===== src/hdl/kvt_pkg.sv =====
// Shared types, constants and status codes for the key/value table.
package kvt_pkg;

	// Number of table slots, one cell each
	localparam int unsigned ENTRIES = 16;

	localparam int unsigned KEY_W = 32;
	localparam int unsigned VAL_W = 32;

	// Operation codes
	localparam logic OP_INSERT = 1'b0;
	localparam logic OP_SEARCH = 1'b1;

	// Status codes
	localparam logic [1:0] ST_OK       = 2'd0;
	localparam logic [1:0] ST_DUP      = 2'd1;
	localparam logic [1:0] ST_FULL     = 2'd2;
	localparam logic [1:0] ST_NOTFOUND = 2'd3;

	// Reserved key that marks an empty slot
	localparam logic [KEY_W-1:0] KEY_EMPTY = '0;

	typedef struct packed {
		logic             operation;
		logic [KEY_W-1:0] key;
		logic [VAL_W-1:0] value;
	} kvt_in_t;

	typedef struct packed {
		logic [1:0]       status;
		logic [VAL_W-1:0] found_value;
	} kvt_out_t;

	// Request token that walks the chain of cells
	typedef struct packed {
		logic     valid;
		logic     done;
		kvt_in_t  req;
		kvt_out_t res;
	} kvt_tok_t;

endpackage


===== src/hdl/key_value_table_unit.sv =====
// Top level of the key/value table: request entry, chain of slot cells, result register.
//
//  channel   signals                 direction  transfer when
//  request   start, busy, req        in         start && !busy at clk edge
//  result    done, result            out        every cycle done is high
//
// From the transfer to the done strobe an operation passes the entry
// register, one register per slot cell as the token walks the chain, and
// the result register. busy is high from the transfer until the done cycle;
// a new request can transfer in the cycle that done is shown.
// Reset empties every slot at once; the receiver cannot stall results.
module key_value_table_unit (
	input  logic              clk,
	input  logic              arst_n,
	input  logic              start,
	output logic              busy,
	input  kvt_pkg::kvt_in_t  req,
	output logic              done,
	output kvt_pkg::kvt_out_t result
);
	import kvt_pkg::*;

	kvt_tok_t chain [0:ENTRIES];
	kvt_tok_t entry_d;
	kvt_tok_t entry_q;
	kvt_tok_t tail;
	kvt_out_t result_d;
	kvt_out_t result_q;
	logic     busy_q;
	logic     done_q;
	logic     accept;

	assign accept = start && !busy_q;

	// Build the token; the reserved key is resolved without a scan
	always_comb begin
		entry_d.valid           = accept;
		entry_d.req             = req;
		entry_d.done            = (req.key == KEY_EMPTY);
		entry_d.res.found_value = '0;
		if (req.operation == OP_SEARCH) begin
			entry_d.res.status = ST_NOTFOUND;
		end else begin
			entry_d.res.status = ST_DUP;
		end
	end

	always_ff @(posedge clk or negedge arst_n) begin
		if (!arst_n) begin
			entry_q <= '0;
		end else begin
			entry_q <= entry_d;
		end
	end

	assign chain[0] = entry_q;

	// Row of slot cells
	for (genvar i = 0; i < ENTRIES; i++) begin : g_cell
		kvt_cell u_cell (
			.clk   (clk),
			.arst_n(arst_n),
			.tok_i (chain[i]),
			.tok_o (chain[i+1])
		);
	end

	assign tail = chain[ENTRIES];

	// Close out a token that passed every slot unresolved
	always_comb begin
		result_d = tail.res;
		if (!tail.done) begin
			result_d.found_value = '0;
			if (tail.req.operation == OP_SEARCH) begin
				result_d.status = ST_NOTFOUND;
			end else begin
				result_d.status = ST_FULL;
			end
		end
	end

	// Track the operation in flight and strobe its result
	always_ff @(posedge clk or negedge arst_n) begin
		if (!arst_n) begin
			busy_q <= 1'b0;
			done_q <= 1'b0;
		end else begin
			done_q <= tail.valid;
			if (accept) begin
				busy_q <= 1'b1;
			end else if (tail.valid) begin
				busy_q <= 1'b0;
			end
		end
	end

	always_ff @(posedge clk) begin
		if (tail.valid) begin
			result_q <= result_d;
		end
	end

	assign busy   = busy_q;
	assign done   = done_q;
	assign result = result_q;

endmodule


===== src/hdl/kvt_cell.sv =====
// One table slot: holds a key/value pair and serves the token passing through.
module kvt_cell (
	input  logic             clk,
	input  logic             arst_n,
	input  kvt_pkg::kvt_tok_t tok_i,
	output kvt_pkg::kvt_tok_t tok_o
);
	import kvt_pkg::*;

	logic [KEY_W-1:0] key_q;
	logic [VAL_W-1:0] value_q;
	kvt_tok_t         tok_q;
	kvt_tok_t         tok_d;
	logic             hit;
	logic             empty;
	logic             write_en;

	// Match and empty checks; reserved key was resolved before the chain
	assign hit   = tok_i.valid && !tok_i.done && (key_q == tok_i.req.key);
	assign empty = tok_i.valid && !tok_i.done && (key_q == KEY_EMPTY);
	// Slots fill from the bottom and never empty, so the first empty slot
	// seen ends the scan: every occupied slot was already checked
	assign write_en = empty && !hit && (tok_i.req.operation == OP_INSERT);

	// Resolve the token in this slot when it matches or reaches free space
	always_comb begin
		tok_d = tok_i;
		if (hit) begin
			tok_d.done = 1'b1;
			if (tok_i.req.operation == OP_SEARCH) begin
				tok_d.res.status      = ST_OK;
				tok_d.res.found_value = value_q;
			end else begin
				tok_d.res.status = ST_DUP;
			end
		end else if (empty) begin
			tok_d.done = 1'b1;
			if (tok_i.req.operation == OP_SEARCH) begin
				tok_d.res.status = ST_NOTFOUND;
			end else begin
				tok_d.res.status = ST_OK;
			end
		end
	end

	// Hold the stored key; it defines whether the slot is empty
	always_ff @(posedge clk or negedge arst_n) begin
		if (!arst_n) begin
			key_q <= KEY_EMPTY;
		end else if (write_en) begin
			key_q <= tok_i.req.key;
		end
	end

	// Store the value together with its key
	always_ff @(posedge clk) begin
		if (write_en) begin
			value_q <= tok_i.req.value;
		end
	end

	// Advance the token to the neighbor
	always_ff @(posedge clk or negedge arst_n) begin
		if (!arst_n) begin
			tok_q <= '0;
		end else begin
			tok_q <= tok_d;
		end
	end

	assign tok_o = tok_q;

endmodule


===== config.mk =====
export PLATFORM = sky130hd
export DESIGN_NAME = key_value_table_unit
export DESIGN_NICKNAME = d
export VERILOG_FILES = /design/src/hdl/kvt_pkg.sv /design/src/hdl/key_value_table_unit.sv /design/src/hdl/kvt_cell.sv
export SDC_FILE = /design/constraint.sdc
export NUM_CORES = 2
export LEC_CHECK = 0
export BUFFER_PORTS_ARGS = -buffer_cell sky130_fd_sc_hd__buf_2
export CAP_MARGIN = 20
export CORE_MARGIN = 8
export CORE_UTILIZATION = 40
export DETAILED_ROUTE_END_ITERATION = 7
export PLACE_DENSITY = 0.6
export SLEW_MARGIN = 20
export SYNTH_ARGS = -nofsm -noshare
export SYNTH_HDL_FRONTEND = slang
export SYNTH_SLANG_ARGS = --single-unit

===== constraint.sdc =====
create_clock -name clk -period 5.5 [get_ports clk]
set_input_delay 0.55 -clock clk [delete_from_list [all_inputs] [get_ports clk]]
set_output_delay 0.55 -clock clk [all_outputs]
set_load 0.01 [all_outputs]

==> results.toml <==
[floorplanning]
rows = 174
die-area_sq_um = 242000
core_area_sq_um = 225000
die_x_um = 492
die_h_um = 492
start_util_pct = 40.2
boundaryPins = 104

[critical_path]
crit_family = "simple AND/OR/NAND/NOR gates"
crit_buf_inv = 0
cp-start-kind = "flip-flop"
setup.worst_path.end_class = "flip-flop"
rrSetupSlack_ps = 2030
r2r-end = "g_cell[12].u_cell.tok_o[7]$_DFF_PN0_"
cp.arrival_ps = 4200
timing.rr.start = "g_cell[12].u_cell.key_q[2]$_DFFE_PN0P_"
crit_chain = "xor2_1, nor4_1, nand2_1, or4_2, mux2_4"
worst-path-stages = 5
required_ps = 6230
critPathMaxStageDelay_ps = 1180
critPathMaxFanout = 33
crit_slowest_cell = "or4_2"
critical_path_class = "flip-flop to flip-flop"
rr_worst_depth = 5

[clock_network]
ctsHoldBuffers = 67
post_cts_resized = 0
clk_latency_ps = 880
ctsHtreeMaxLevel = 5
cts_tree = "done"
numCtsBuffers = 280
clk_pin_slew_ps = 60
postCtsSetupRepairBufs = 0
clock_path_buffers = 4
clock-root-buffer = "clkbuf_16"
clock-sinks = 2680

[placement]
place_hpwl_mm = 120
post_dp_cell_area_sq_um = 94800
port-buffer-count = 103
place_inst = 8175
gp_congestion = 0.894

[detailed_routing]
antenna_left = 0
drt-initial-drc-count = 2757
avgRoutedWirePerCell_um = 20.1
vias_per_cell = 4.85
drc = 0
vias = 42284
wl_mm = 175
drt_pass1_iterations = 5

[global_route]
gr-usage-all-layers_pct = 14.6
grt_busiest_layer = "met2"
use_met2_pct = 24.0
gr-total-overflow = 0
antenna_found_initial = 7
grt_pass1_wl_mm = 280
grt_start_max_net_pins = 155
grtUsageMet1_pct = 19.6
grt_pass1_vias = 46056
grt.met3_usage_pct = 2.46

[pwr]
irDropWorstVdd_v = 0.000289
design_power_total_uw = 44000
leakagePower_uw = 0.0499
power.density_nw_per_um2 = 423

[logic_synthesis]
ys_seq_area_share_pct = 77.1
ys.flop_type = "dfrtp_1"
synth_top_area_share_pct = 59.0
async_flop_share_pct = 79.6
yosys_warnings = 0
avgSynthCellArea_sq_um = 17.7
syn-cell-area_sq_um = 90500
synth_nets = 5183
synth_edf_count = 546
synth_top_area_cell = "dfrtp_1"
synthCells = 5115
synth_area_leaders = "dfrtp_1 59%, edfxtp_1 18%, a21o_1 4.2%"
synth_seq_cells = 2680
synthDistinctLibCells = 44

[sta]
finalSetupViolCount = 0
fmax_mhz = 288
worstMarginPinSlew_ps = 1070
fin_crit_ps = 3470
tns_ps = 0
post-route-period-util_pct = 63.1
final_hold_viol_count = 0
hold_slack_ps = 279
slew_headroom_pct = 28.7
rsz0062_at_grt = "false"
drv_slew = 0
finClkSkew_ps = 45.3

[finish]
drive_above_1_share_pct = 19.0
design_area_sq_um = 104000
diodes = 0
fillers = 19079
final_cells = 8718
area_growth_pct = 15.2
nets = 5600

[status]
status = "completed"

[min_path]
holdCritPathClass = "input port to async pin"

[flow_run]
maxCapViolCount = 0
[sequential cells by signal, indices dropped and copies added, names as in the netlist]
signal / cells
chain: 68
g_cell.u_cell.value_q: 512
done: 1
busy: 1
result: 34
g_cell.u_cell.tok_o: 1552
g_cell.u_cell.key_q: 512
[cells in the final DEF, fill, tap and decap left out, drive strengths merged, types with 33 or more instances in the layout]
cell         instances
dfrtp             2134
edfxtp             546
a21o               512
mux2               481
clkbuf             404
xnor2              269
nor4               269
xor2               243
buf                175
nand4              131
dlygate4sd3         67
and2                64
or4                 52
clkinv              48
nand2               42
nor3                40
inv                 33
[cell usage after synthesis (all sizes together) (40+ instances only)]
cell       n
nor4     269
xnor2    269
mux2     481
xor2     243
a21o     512
nand4    131
or4       52
nand2     42
edfxtp   546
buf       56
and2      64
dfrtp   2134
nor3      40
clkbuf    51
[per-layer routing]
metal / vias to the layer above / routed length [um]
met5: - / 0
met4: 0 / 6420
met1: 21888 / 77900
li1: 19208 / -
met2: 782 / 85400
met3: 406 / 5700
[power breakdown]
part	leakage, uW	switching, uW	internal [uW]
Clock	0.00432	7210	10800
Sequential	0.0321	1350	21500
Combinational	0.0135	1710	1530
[final cells by class]
class	instances	area (sq um)	share of cell area, %
inverters	26	97.6	0.0936
clock inverters	72	723	0.694
flip-flops and latches	2680	69800	67.0
well taps	2992	3740	3.59
multi-input cells	2302	19900	19.1
clock buffers	404	8060	7.74
repair buffers	242	1920	1.84
[cells by family (layout without fill, tap and decap cells)]
group / count (synthesis) / after routing / synth area share [%]
AO/OA/AOI/OAI: 561 / 561 / 4.80
XOR/XNOR: 512 / 512 / 4.96
buffers and inverters: 133 / 744 / 1.04
flip-flops: 2680 / 2680 / 77.1
multiplexers: 504 / 504 / 7.20
other: 1 / 1 / 0.00414
AND/OR/NAND/NOR: 724 / 724 / 4.86
[through the flow]
stage	util [%]	worst slack, ps
floorplan	-	1410
global placement	42.1	1990
detailed placement	42.1	2040
CTS	46.3	2020
global route	46.3	1990
finish	46.3	2030
[how the worst max path moves through the flow]
stage	slack (ps)	end	start
floorplan	1410	g_cell[0].u_cell.value_q[0]$_DFFE_PP_	g_cell[0].u_cell.key_q[8]$_DFFE_PN0P_
global placement	1990	g_cell[12].u_cell.tok_o[20]$_DFF_PN0_	g_cell[12].u_cell.key_q[2]$_DFFE_PN0P_
detailed placement	2040	g_cell[12].u_cell.tok_o[19]$_DFF_PN0_	g_cell[11].u_cell.tok_o[68]$_DFF_PN0_
CTS	2020	g_cell[12].u_cell.tok_o[7]$_DFF_PN0_	g_cell[12].u_cell.key_q[2]$_DFFE_PN0P_
global route	1990	g_cell[12].u_cell.tok_o[12]$_DFF_PN0_	g_cell[12].u_cell.key_q[2]$_DFFE_PN0P_
finish	2030	g_cell[12].u_cell.tok_o[7]$_DFF_PN0_	g_cell[12].u_cell.key_q[2]$_DFFE_PN0P_
(Power assumes the default switching activity.)
